**config.mk**
```make
export PLATFORM = sky130hd
export DESIGN_NAME = gha_sat_add
export DESIGN_NICKNAME = d
export VERILOG_FILES = /design/src/sv/gradient_histogram_accumulate_macros.svh /design/src/sv/gha_pkg.sv /design/src/sv/gha_sat_add.sv
export SDC_FILE = /design/constraint.sdc
export NUM_CORES = 1
export LEC_CHECK = 0
export BUFFER_PORTS_ARGS = -buffer_cell sky130_fd_sc_hd__buf_2
export CAP_MARGIN = 20
export CORE_AREA = 2 2 135 137
export DETAILED_ROUTE_END_ITERATION = 16
export DIE_AREA = 0 0 137 139
export GPL_TIMING_DRIVEN = 0
export PLACE_DENSITY_LB_ADDON = 0.25
export SLEW_MARGIN = 10
export SYNTH_ARGS = -nofsm -noshare
export SYNTH_HDL_FRONTEND = slang
export SYNTH_SLANG_ARGS = --single-unit
```
**constraint.sdc**
```tcl
create_clock -name vclk -period 6.8
set_input_delay 0.68 -clock vclk [all_inputs]
set_output_delay 0.68 -clock vclk [all_outputs]
set_load 0.02 [all_outputs]
```
**src/sv/gradient_histogram_accumulate_macros.svh**
```systemverilog
// Assertion macros for the gradient histogram accumulator.
`ifndef GRADIENT_HISTOGRAM_ACCUMULATE_MACROS_SVH
`define GRADIENT_HISTOGRAM_ACCUMULATE_MACROS_SVH
`ifndef ASSERT_OFF
`define GHA_ASSERT(lbl, clk, rstn, prop) \
  lbl: assert property (@(posedge clk) disable iff (!rstn) prop) \
    else $error("assertion failed");
`define GHA_ASSERT_NORST(lbl, clk, prop) \
  lbl: assert property (@(posedge clk) prop) else $error("assertion failed");
`else
`define GHA_ASSERT(lbl, clk, rstn, prop)
`define GHA_ASSERT_NORST(lbl, clk, prop)
`endif
`endif

```
**src/sv/gha_pkg.sv**
```systemverilog
`default_nettype none
package gha_pkg;

  localparam int MAX_ROWS     = 4096;
  localparam int MAX_FEATURES = 16;
  localparam int MAX_BINS     = 256;
  localparam int MAX_NODES    = 8;

  localparam int ROW_W      = $clog2(MAX_ROWS);
  localparam int FEAT_W     = $clog2(MAX_FEATURES);
  localparam int FEAT_CNT_W = $clog2(MAX_FEATURES + 1);
  localparam int BIN_W      = $clog2(MAX_BINS);
  localparam int BIN_CNT_W  = $clog2(MAX_BINS + 1);
  localparam int NODE_W     = $clog2(MAX_NODES);
  localparam int BINV_W     = BIN_W + 1;

  localparam int BT_DEPTH = MAX_ROWS * MAX_FEATURES;
  localparam int GT_DEPTH = MAX_ROWS;
  localparam int HS_DEPTH = MAX_NODES * MAX_BINS;
  localparam int HS_AW    = NODE_W + BIN_W;

  localparam int VAL_W = 32;
  localparam int SUM_W = 48;

  localparam int CFG_IDX_W  = 1;
  localparam int CFG_DATA_W = 9;

  localparam logic [CFG_IDX_W-1:0] CFG_FEATURES = 1'd0;
  localparam logic [CFG_IDX_W-1:0] CFG_BINS     = 1'd1;

  localparam logic [1:0] OP_LOAD_BIN  = 2'd0;
  localparam logic [1:0] OP_LOAD_GRAD = 2'd1;
  localparam logic [1:0] OP_ACCUM     = 2'd2;
  localparam logic [1:0] OP_READ      = 2'd3;

  typedef logic signed [VAL_W-1:0] val_t;
  typedef logic signed [SUM_W-1:0] sum_t;

  typedef struct packed {
    sum_t grad;
    sum_t hess;
  } hist_entry_t;

  typedef struct packed {
    val_t grad;
    val_t hess;
  } grad_pair_t;

endpackage
`default_nettype wire

```
**src/sv/gha_sat_add.sv**
```systemverilog
`default_nettype none
module gha_sat_add (
  input  wire gha_pkg::hist_entry_t acc_i,
  input  wire gha_pkg::grad_pair_t  add_i,
  output gha_pkg::hist_entry_t      sum_o
);

  function automatic gha_pkg::sum_t sat_add(gha_pkg::sum_t a, gha_pkg::val_t b);
    logic signed [gha_pkg::SUM_W:0] s;
    gha_pkg::sum_t                  r;
    s = {a[gha_pkg::SUM_W-1], a} + (gha_pkg::SUM_W + 1)'(b);
    if (s[gha_pkg::SUM_W] != s[gha_pkg::SUM_W-1]) begin
      r = {s[gha_pkg::SUM_W], {(gha_pkg::SUM_W - 1){~s[gha_pkg::SUM_W]}}};
    end else begin
      r = s[gha_pkg::SUM_W-1:0];
    end
    return r;
  endfunction

  always_comb begin
    sum_o.grad = sat_add(acc_i.grad, add_i.grad);
    sum_o.hess = sat_add(acc_i.hess, add_i.hess);
  end

endmodule
`default_nettype wire

```
Word-level counts from Yosys, hierarchy flattened
Cells that the tools add are included.

cells by class
  add/sub/neg operators = 2
  eq/ne operators = 2
  mux-type cells = 2
  bitwise operators = 2

operators by type and width
  cell                                       count
  48-bit by 32-bit adder with 49-bit output  2
  48-bit 2-to-1 mux                          2
  1-bit != test                              2
  1-bit inverter                             2

storage, ports and cells
  register bits after elaboration = 0
  input port bits = 160
  output and inout bits = 96

Longest topological paths before layout
  depth in word-level cells = 3
  mapped depth = 13

Least setup slack after synthesis
No wires, ideal clock.

  path kind = input to output
  from = input port acc_i[48] in the netlist's numbering
  to = output port sum_o[86] in the netlist's numbering
  data arrival time = 3.815 ns
  data required time = 6.120 ns
  setup slack = 2.305 ns
  cell stages on the path = 13
  path through = ha_1 -> inv_1 -> fa_1 -> and2b_2 -> o2111ai_1 -> a21oi_2 -> o22ai_2 -> or4_4 -> and2_4 -> o31ai_4 -> a21oi_2 -> buf_6 -> o21ai_0

RTL lines
  item                RTL line          RTL
  start: declaration  gha_sat_add.sv:3  input wire gha_pkg::hist_entry_t acc_i,
  end: declaration    gha_sat_add.sv:5  output gha_pkg::hist_entry_t sum_o

==> results list <==
* Outcome: finished, final reports clean
- After clock tree synthesis, the setup repair step added 0 buffers.
* Peak supply drop: between 0.09 and 0.1 mV
* Via count of the first global-routing pass: between 7000 and 8000
- The sequential cells in the finished layout cover a total of 0 um2.
* Crit path required time: 6.12 ns
- The floorplan step defined a die boundary enclosing 19040 um2.
- Via density per instance: 5.559
* XOR/XNOR Fraction of Synth Area: 11.72%
- In this run the standard cell core region covers 17660 um2.
- GRT Total Usage: 21.72%
- Nets in the synthesized netlist: 1185
* Worst slack on hold paths: 1.797 ns
- Synthesized instance count: 927
- Delay of the slowest critical-path stage: 0.51 ns
- Worst-margin pin slew: 0.6919 ns
- MaxCap Viol Count: 0
* Layout cells sized above 1: 26.46%
- Number of resized instances in the post-cts repair step: 0
- Gate family responsible for the most delay along the worst path: compound AO/OA/AOI/OAI gates
* Cell type contributing the most total cell area after synthesis: sky130_fd_sc_hd__ha_1
- Number of buffers added on ports: 256
- STA classifies the critical path startpoint as an input port.
* Placed wire-length estimate after detailed placement: ~19000 um
- STA classifies the critical path endpoint as an output pin.
- After synthesis, the largest family of logic cells by area is compound AO/OA/AOI/OAI gates.
- Summing every instance area after synthesis gives 6350 um2.
* Series of cell instances along the critical path: buf_2, ha_1, a211oi_1, o211ai_1, a211oi_2, nor3_1, o21ai_0, a211oi_1, or3_1, a21oi_2, clkbuf_1, a21oi_1, buf_2
- In the detailed route, the total length drawn on met2 is 10070 um.
- Starting DRC count in detailed routing: 420
- NumNets Final: 1443
- RePlAce Congestion: 0.9667
- In the final routed layout, each cell accounts on average for 15.90 um.
- Share of synthesized area spent on multiplexers: 0.1576%
- Number of warning messages in the yosys log: 0
- The initial utilization of the core area, before any placement, comes to between 30 and 40%.
* Final Cycle Share: approximately 79%
- Routed met3 length: 1597 um
- In this run the count of I/O pins placed on the die edge is 256.
- First drt pass iteration count: 5
* CP Max Fanout: 10
- Of the synthesized area, sequential elements account for 0%.
* Arr. time, crit path: 4.68 ns
- Type of the worst setup path: in -> out
- Counting I/O delays and the setup requirement, the final critical path takes 5.355 ns.
- In the finished layout, the clock tree contains a buffer count of 0.
* Count of different cell masters after synthesis: 77
- Setup repair after global routing missed its margin: no
- Post-Syn Area per Cell: 6.850 um2
* Antenna violations before repair: 1
- After detailed routing, no signal wire sits above met4.
- The most common cell in the synthesized netlist is sky130_fd_sc_hd__a21oi_1.
- Sequential cells placed in the final layout were counted as 0.
- Maximum number of pins on one net before global-route repair: 18
- Floorplan row count: 49
- ANT nets after route: 0
- Hold violation count in the final report: 0
* PD cells: 152.1 nW/um2
* Post-layout total power: ~1.2 mW
* Max-slew headroom: 52.68%
- Leading cell types by count after synthesis: sky130_fd_sc_hd__a21oi_1, sky130_fd_sc_hd__ha_1, sky130_fd_sc_hd__o21ai_0
- Complex-gate fraction of the synthesized area: 40.53%
- The critical path contains buffers and inverters numbering 3 combined.
- The area growth from synthesis to layout is 24.73%.
- Post-synthesis adder-cell area fraction: 20.49%
- The tightest min-delay check is of the in -> out type.
- Die Span X: approximately 140 um
- Measured along the y axis, the die boundary spans 139 um.
* Total vias in the final route: 7855
- The routed design has 22470 um of wire.
* Slew Viols, Final: 0
- After Yosys synthesis, and, or, nand and nor cells account for 19.86% of the synthesized area.
- Leading post-synthesis cells by cell area: sky130_fd_sc_hd__ha_1, sky130_fd_sc_hd__a21oi_1, sky130_fd_sc_hd__xnor2_1
- Summed over all layers, the global routing overflow is 0.
- The largest individual stage delay along the critical path comes from the cell sky130_fd_sc_hd__o21ai_0.
- For this run, design rule violations remaining after detail routing come to 0.
- Yosys top cell area share: 18.92%
* Sum of routed wire segments on met1: 10360 um
- Achievable Freq: 186.7 MHz
- The number of hold buffers added after CTS was 0.
* Final total negative setup slack: 0 ns
- Wire length of the first global-routing pass: approximately 35000 um
* Final number of setup-violating endpoints: 0
* Total leakage power: 3.710 nW
[path summary, 6_finish.rpt]
check                       end  slack (ns)      start  depth (start not counted)
worst min-delay path  sum_o[48]        1.80  add_i[32]                          4
worst max-delay path   sum_o[5]        1.44   acc_i[1]                         13
[routing by layer]
metal  vias to the layer above  GRT usage, %
li1                       4024             -
met1                      3508         31.38
met2                       293         35.14
met3                        30         1.389
met4                         0         4.666
met5                         -             0
[through the flow]
step | utilization (%) | setup slack [ns] | instance area [um2] | cells
2_1_floorplan | - | 2.305 | 6350 | 927
3_3_place_gp | 44.84 | 1.565 | 7918 | 1412
3_5_place_dp | 44.84 | 1.557 | 7918 | 1412
4_1_cts | 44.84 | 1.545 | 7918 | 1412
5_1_grt | 44.86 | 1.249 | 7920 | 1413
6_report | 44.86 | 1.445 | 7920 | 1413
[kinds of logic after synthesis]
family,after synthesis
AO/OA/AOI/OAI,410
AND/OR/NAND/NOR,243
adder cells (fa/ha/maj),104
XOR/XNOR,85
buffers and inverters,84
multiplexers,1
[final cells by class]
class                           instances  area (um2)
Fill cell                            1910        9737
Timing Repair Buffer                  256        1281
Inverter                               35       131.4
Multi-Input combinational cell        843        5891
Antenna cell                            1       2.502
Buffer                                 49       327.8
Tap cell                              229       286.5
[power breakdown]
part / internal, mW / total (mW) / switching, mW
combinational: 0.450 / 1.20 / 0.754
sequential: 0 / 0 / 0
clock: 0.0000000197 / 0.0000000197 / 0
[tightest hold or removal path: stages]
cell	delay (ns)
sky130_fd_sc_hd__buf_2	0.08
sky130_fd_sc_hd__ha_1	0.11
sky130_fd_sc_hd__a21o_1	0.09
sky130_fd_sc_hd__buf_2	0.15
[cell usage in the layout (no fill, tap or decap), types with 10 or more instances in the layout]
master and n:
sky130_fd_sc_hd__clkbuf_1 26, sky130_fd_sc_hd__inv_1 34, sky130_fd_sc_hd__o211ai_1 15, sky130_fd_sc_hd__a21o_1 37, sky130_fd_sc_hd__o31ai_1 10, sky130_fd_sc_hd__nor3_1 14, sky130_fd_sc_hd__xnor2_1 51, sky130_fd_sc_hd__a211oi_1 13
sky130_fd_sc_hd__nor2b_1 11, sky130_fd_sc_hd__a21oi_1 155, sky130_fd_sc_hd__nand2b_1 13, sky130_fd_sc_hd__nand2_1 72, sky130_fd_sc_hd__o21ai_0 85, sky130_fd_sc_hd__nor2_1 37, sky130_fd_sc_hd__nand4_1 20, sky130_fd_sc_hd__o21bai_1 18
sky130_fd_sc_hd__buf_2 262, sky130_fd_sc_hd__nand3_1 27, sky130_fd_sc_hd__ha_1 96, sky130_fd_sc_hd__a31oi_1 13, sky130_fd_sc_hd__xor2_1 34
(Power assumes the default switching activity.)
