### config.mk
export PLATFORM = sky130hd
export DESIGN_NAME = gha_ram
export DESIGN_NICKNAME = d
export VERILOG_FILES = /design/src/sv/gradient_histogram_accumulate_macros.svh /design/src/sv/gha_ram.sv
export SDC_FILE = /design/constraint.sdc
export NUM_CORES = 1
export LEC_CHECK = 0
export ABC_AREA = 1
export BUFFER_PORTS_ARGS = -buffer_cell sky130_fd_sc_hd__buf_2
export CAP_MARGIN = 20
export CORE_UTILIZATION = 50
export DETAILED_ROUTE_END_ITERATION = 16
export HOLD_SLACK_MARGIN = 0.1
export PLACE_DENSITY_LB_ADDON = 0.2
export RECOVER_POWER = 25
export SYNTH_ARGS = -nofsm -noshare
export SYNTH_HDL_FRONTEND = slang
export SYNTH_SLANG_ARGS = --single-unit
export TNS_END_PERCENT = 20
### constraint.sdc
create_clock -name clk_i -period 1.2 [get_ports clk_i]
set_input_delay 0.12 -clock clk_i [delete_from_list [all_inputs] [get_ports clk_i]]
set_output_delay 0.12 -clock clk_i [all_outputs]
set_load 0.03 [all_outputs]
### src/sv/gradient_histogram_accumulate_macros.svh
// Assertion macros for the gradient histogram accumulator.
`ifndef GRADIENT_HISTOGRAM_ACCUMULATE_MACROS_SVH
`define GRADIENT_HISTOGRAM_ACCUMULATE_MACROS_SVH
`ifndef ASSERT_OFF
`define GHA_ASSERT(lbl, clk, rstn, prop) \
  lbl: assert property (@(posedge clk) disable iff (!rstn) prop) \
    else $error("assertion failed");
`define GHA_ASSERT_NORST(lbl, clk, prop) \
  lbl: assert property (@(posedge clk) prop) else $error("assertion failed");
`else
`define GHA_ASSERT(lbl, clk, rstn, prop)
`define GHA_ASSERT_NORST(lbl, clk, prop)
`endif
`endif

### src/sv/gha_ram.sv
`default_nettype none
module gha_ram #(
  parameter int WIDTH = 8,
  parameter int DEPTH = 16
) (
  input  wire logic                     clk_i,
  input  wire logic                     we_i,
  input  wire logic [$clog2(DEPTH)-1:0] waddr_i,
  input  wire logic [WIDTH-1:0]         wdata_i,
  input  wire logic                     re_i,
  input  wire logic [$clog2(DEPTH)-1:0] raddr_i,
  output logic      [WIDTH-1:0]         rdata_o
);

  logic [WIDTH-1:0] mem_q [DEPTH];
  logic [WIDTH-1:0] rdata_q;

  always_ff @(posedge clk_i) begin
    if (we_i) begin
      mem_q[waddr_i] <= wdata_i;
    end
    if (re_i) begin
      rdata_q <= mem_q[raddr_i];
    end
  end

  assign rdata_o = rdata_q;

endmodule
`default_nettype wire

* Yosys cells after proc, flatten, opt, wreduce, memory -nomap -nowiden *
Memory sizes are Yosys's and may differ from the RTL's. A register that Yosys moved wholly into a read port is not among the register bits.
Index checks and enable logic that the tools add are counted.

word-level totals
  register bits = 0
  bits in writable memories = 128
  bits of input ports = 19
  output and inout port bits = 8
  word-level logic and storage cells = 3
  memories kept = 1

memories
  name   depth  width  rd ports  clocked after Yosys merged registers in  write ports  RTL line       RTL
  mem_q  16     8      1         1                                        1            gha_ram.sv:15  logic [WIDTH-1:0] mem_q [DEPTH];

cells by class
  muxes and demuxes = 2

operator list
  kind              count
  2-to-1 mux 1 bit  2

* Longest topological paths before layout *
Gate-level depths: netlist (run 1).

  word-level depth = 2
  mapped depth = 8
  mapped depth without buffers = 7

* Least setup slack after synthesis (run 1) *
OpenSTA, ideal clock, no wires.

  path type = input -> register
  start = input port waddr_i[2]
  end = memory mem_q[10][0] (enable)
  library setup time = 0.370 ns
  arrival time = 0.701 ns
  data required time = 0.830 ns
  path slack = 0.129 ns
  stages = 2
  buffers on the path = 0
  path through = nand3b_1 nor2_1

RTL lines
  what             RTL line       RTL
  start, declared  gha_ram.sv:8   input wire logic [$clog2(DEPTH)-1:0] waddr_i,
  end, declared    gha_ram.sv:15

Straight into the memory's write port.

* Final worst setup path (run 1) *
  start = register rdata_q[4], in the netlist rdata_o[4], read port of mem_q
  end = output port rdata_o[4]

RTL lines
  what             RTL line       RTL
  start, declared  gha_ram.sv:16  logic [WIDTH-1:0] rdata_q;
  end, declared    gha_ram.sv:12  output logic [WIDTH-1:0] rdata_o

No word-level cell between the ends.

==> results_dict.tcl, run 1 <==
set metrics [dict create \
    status "completed" \
    final.setup.worst_slack_ns 0.0441 \
    hold_class "in -> reg" \
    antenna_found_initial 0 \
    grtUsageMet2_pct 37.0 \
    grt-busiest-layer "met2" \
    ys_ff_latch 136 \
    instances_no_fill 757 \
    diodes 0 \
    slowest_delay_ns 0.42 \
    n_fill_cell 949 \
    avgSynthCellArea_um2 10.6 \
    first_pass_iters 7 \
    area_delta_synth_final_pct 18.6 \
    coreArea_um2 11400 \
    rows 39 \
    ant_nets 0 \
    htree_levels 4 \
    grt_pass1_wl_mm 20.7 \
    maxCapViolCount 0 \
    peakVddDrop_mv 0.934 \
    seqCellArea_um2 4080 \
    startpoint_type "flop" \
    die_h_um 110 \
    holdWs_ns 0.147 \
    yosysSeqAreaShare_pct 69.8 \
    slew_headroom_pct 44.1 \
    crit_required_ns 1.08 \
    post-route-drc-count 0 \
    clock_skew_ns 0.00651 \
    synth_edf_count 136 \
    finalSetupTns_ns 0 \
    grtUsageMet1_pct 35.6 \
    cts_tree "yes" \
    netlist.area_leader.share_pct 69.8 \
    fin_crit_ns 1.16 \
    initial_core_util_pct 51.2 \
    ios 27 \
    critical_path_buf_inv_count 1 \
    synth.most_common_cell "nand2_1" \
    worstPathMaxFanout 1 \
    dp.cells 724 \
    post-route-period-util_pct 96.3 \
    clk_latency_ns 0.41 \
    cp_top_family "flip-flops" \
    arrival_ns 1.04 \
    tightest_slew_ns 0.839 \
    p_leak_nw 3.01 \
    vias 3956 \
    ys_top_cells_by_count "173 x nand2_1, 136 x edfxtp_1, 100 x inv_1, 97 x nand3_1, 17 x nor2_1" \
    hold_viol 0 \
    clockRootBuffer "clkbuf_16" \
    drive_above_1_share_pct 13.5 \
    drt_iter0_drc 376 \
    grt_max_degree 33 \
    worstSetupPathType "reg -> out" \
    wirelength_mm 13.6 \
    cts_buffers 17 \
    fin_util_pct 60.7 \
    total_power_mw 11.9 \
    overflow 0 \
    use_met3_pct 5.17 \
    final_cell_area_um2 6930 \
    clkTransAtPathRegs_ns 0.06 \
    cts.sinks 136 \
    synthTopCellsByArea "edfxtp_1 70%, nand2_1 11%, nand3_1 8.3%, inv_1 6.4%, buf_6 1.2%" \
    route.detailed.wl_per_inst_um 18.0 \
    setup_viol 0 \
    slowest_stage "edfxtp_1" \
    clockBufferDepth 2 \
    gp_congestion 0.802 \
    die_width_um 110 \
    num-nets-final 620 \
    grt_pass1_vias 3665 \
    grtUsageTotal_pct 24.8 \
    cts_setup_buffers 0 \
    synth_async_sr_flop_share_pct 0 \
    syn-cell-area_um2 5850 \
    place_ws_ns -0.138 \
    syn-num-nets 570 \
    p_per_area_nw_per_um2 1710 \
    placed_area_um2 6260 \
    fmax_mhz 865 \
    dp_hpwl_mm 8.47 \
    port_buffers 26 \
    avgViaCountPerCell 5.23 \
    synth_ff_type "edfxtp_1" \
    ys_types 11 \
    synth_warnings 0 \
    die_area_um2 12100 \
    yosysTopAreaCell "edfxtp_1" \
    multi_input_area_um2 1220 \
    synthCells 551 \
    rsz0062_at_grt "no" \
    cp-end-kind "primary output" \
    crit_chain "buf_2" \
    slew_violations 0 \
]
-- report_power, final --
part / switching (mW) / internal [mW] / total, mW
Sequential: 0.0328 / 5.36 / 5.39
Combinational: 0.511 / 0.219 / 0.729
Clock: 1.88 / 3.87 / 5.75
Total: 2.42 / 9.45 / 11.9
-- flip-flops by register name, summed over array words and instances (netlist names) --
name / count
rdata_o: 8
mem_q: 128
-- final timing paths --
| kind | start | to | slack [ns] | cells after the start |
|---|---|---|---|---|
| hold reg to reg | mem_q[6][2] | rdata_o[2] | 0.75 | 6 |
| setup / recovery | rdata_o[4] | rdata_o[4] | 0.04 | 1 |
| hold / removal | wdata_i[1] | mem_q[10][1] | 0.15 | 1 |
| setup reg to reg | mem_q[7][3] | rdata_o[3] | 0.07 | 6 |
-- routing by layer --
metal / routed length [µm] / vias to the layer above
met5: 0 / -
met2: 6260 / 177
met4: 341 / 0
met1: 5930 / 1876
met3: 1100 / 22
li1: - / 1881
-- cells in the final DEF (no fill, tap or decap), drive strengths merged --
master,netlist,final
nand2,173,173
edfxtp,136,136
inv,102,102
nand3,97,97
buf,24,49
clkbuf,0,23
nor2,17,17
clkinv,0,7
bufinv,0,6
nand3b,2,2
clkinvlp,0,1
dlygate4sd3,0,1
-- logic make-up after synthesis --
| family | share of synthesized area, % |
|---|---|
| and+or+nand+nor | 20.8 |
| buffers and inverters | 9.39 |
| DFF | 69.8 |
-- layout make-up --
class	instances	share of cell area (%)
timing repair buffer	55	5.86
clock buffer	18	6.19
sequential	136	58.9
clock inverter	14	3.30
multi-input combinational	289	17.6
tap	143	2.58
inverter	102	5.52
-- repair_timing --
action	CTS	global route
resized for setup	0	2
setup endpoints to repair	0	2
hold endpoints to repair	8	0
hold buffers	1	0
No activity file was read; power rests on OpenSTA's default activity.
==> run 2: changes to the inputs <==
--- a/config.mk
+++ b/config.mk
@@ -10,7 +10,9 @@
 export CAP_MARGIN = 20
 export CORE_UTILIZATION = 50
 export DETAILED_ROUTE_END_ITERATION = 16
+export GPL_TIMING_DRIVEN = 0
 export HOLD_SLACK_MARGIN = 0.1
+export MAX_ROUTING_LAYER = met4
 export PLACE_DENSITY_LB_ADDON = 0.2
 export RECOVER_POWER = 25
 export SYNTH_ARGS = -nofsm -noshare
==> constraint.sdc (replaced) <==
create_clock -name clk_i -period 1.38 [get_ports clk_i]
set_input_delay 0.138 -clock clk_i [delete_from_list [all_inputs] [get_ports clk_i]]
set_output_delay 0.138 -clock clk_i [all_outputs]
set_load 0.03 [all_outputs]
==> run 2 against run 1 <==
Clock skew is 0.00064 ns higher. Cell count fell by 1.2%. Wire length up 1.2%. Sequential share of layout area grew 1.5 points. Non-clock buffer count decreased by 7. Critical path depth grew 2. First-iteration DRC count up 33%. Core utilization is 1.5 points lower. Count of clock-buffer cells in the layout increased by 2. Largest power group unchanged.
==> results_dict.tcl, run 2 (synthesis results as in run 1) <==
set metrics [dict create \
    diodes 0 \
    slew_violations 0 \
    overflow 0 \
    post-route-period-util_pct 93.2 \
    port_buffers 23 \
    n_fill_cell 972 \
    vias 3961 \
    dp.cells 717 \
    total_power_mw 10.1 \
    ios 27 \
    worstPathMaxFanout 8 \
    instances_no_fill 748 \
    wirelength_mm 13.8 \
    place_ws_ns -0.284 \
    avgViaCountPerCell 5.30 \
    antenna_found_initial 0 \
    final_cell_mix "173 x nand2_1, 136 x edfxtp_1, 100 x inv_1, 97 x nand3_1, 30 x buf_2" \
    cts_buffers 17 \
    startpoint_type "input port" \
    clk_latency_ns 0.41 \
    die_h_um 110 \
    drt_iter0_drc 501 \
    coreArea_um2 11400 \
    worstSetupPathType "in -> reg" \
    fin_crit_ns 1.29 \
    p_leak_nw 2.91 \
    clockBufferDepth 2 \
    largest_register_ffs 128 \
    grt_pass1_vias 3672 \
    grt_max_degree 17 \
    rows 39 \
    maxCapViolCount 0 \
    clock_skew_ns 0.00715 \
    p_per_area_nw_per_um2 1500 \
    cts_tree "yes" \
    first_pass_iters 7 \
    hold_viol 0 \
    route.detailed.wl_per_inst_um 18.4 \
    setup_viol 0 \
    grt_pass1_wl_mm 21.1 \
    peakVddDrop_mv 0.801 \
    initial_core_util_pct 51.2 \
    clkTransAtPathRegs_ns 0.05 \
    rsz0062_at_grt "no" \
    die_area_um2 12100 \
    cts_setup_buffers 0 \
    htree_levels 4 \
    num-nets-final 613 \
    status "completed" \
    finalSetupTns_ns 0 \
    final.setup.worst_slack_ns 0.0932 \
    dp_hpwl_mm 9.09 \
    final_common_cell "nand2_1" \
    die_width_um 110 \
    cts.sinks 136 \
    grtUsageTotal_pct 25.9 \
    holdWs_ns 0.192 \
    gp_congestion 0.870 \
    clockRootBuffer "clkbuf_16" \
    area_delta_synth_final_pct 15.6 \
    ant_nets 0 \
    fmax_mhz 777 \
    slew_headroom_pct 38.3 \
    post-route-drc-count 0 \
    crit_required_ns 1.41 \
    arrival_ns 1.32 \
    hold_class "in -> reg" \
    drive_above_1_share_pct 11.4 \
    cp-end-kind "flop" \
    tightest_slew_ns 0.923 \
    regMostFlops "mem_q" \
]
[run 2: changes by cell type in the layout (fill, tap and decap cells not counted), moves of 2 or more]
cell,previous run,this run
nand3_2,2,0
buf_4,23,4
buf_2,21,30
nand3_1,95,97
clkbuf_1,6,9
buf_6,0,6
buf_12,5,0
[run 2: power breakdown]
| group | internal, mW | total [mW] | switching [mW] |
|---|---|---|---|
| Combinational | 0.173 | 0.637 | 0.464 |
| Clock | 3.17 | 4.79 | 1.62 |
| Sequential | 4.66 | 4.68 | 0.0227 |
[run 2: worst max-delay path, stage by stage]
cell,delay (ns)
buf_2,0.12
nand3b_1,0.29
nor2_1,0.77
[run 2: layer usage]
layer | GRT usage (%) | wire length [µm] | share of wire (%)
met1 | 37.1 | 6140 | 44
met2 | 36.7 | 6170 | 45
met3 | 5.41 | 1210 | 8.8
met4 | 9.02 | 278 | 2.0
met5 | - | 0 | 0
[run 2: metrics by stage]
step                      area (µm²)  util (%)
after floorplan                 5850         -
after global placement          6140      53.8
after detailed placement        6140      53.8
after CTS                       6770      59.2
after global routing            6760      59.2
final                           6760      59.2
[run 2: timing repair]
item / CTS / global route
gates resized for setup: 0 / 1
setup endpoints to repair: 0 / 7
hold buffers: 1 / 0
hold endpoints to repair: 8 / 0
[run 2: path summary, 6_finish.rpt]
check | cells past startpoint | slack, ns | to | from
worst max register to register | 6 | 0.19 | rdata_o[6] | mem_q[14][6]
worst min register to register | 6 | 0.79 | rdata_o[1] | mem_q[4][1]
worst max-delay path | 3 | 0.09 | mem_q[7][0] | waddr_i[3]
worst min-delay path | 1 | 0.19 | mem_q[11][0] | wdata_i[0]
[run 2: final cells by class]
type / count / area (µm²) / share of cell area [%]
plain buffers: 24 / 166 / 2.46
clock buffers: 20 / 437 / 6.46
clock inverters: 10 / 178 / 2.63
inverters: 102 / 383 / 5.66
multi-input cells: 289 / 1220 / 18.0
flip-flops and latches: 136 / 4080 / 60.4
well taps: 143 / 179 / 2.65
repair buffers: 24 / 118 / 1.74
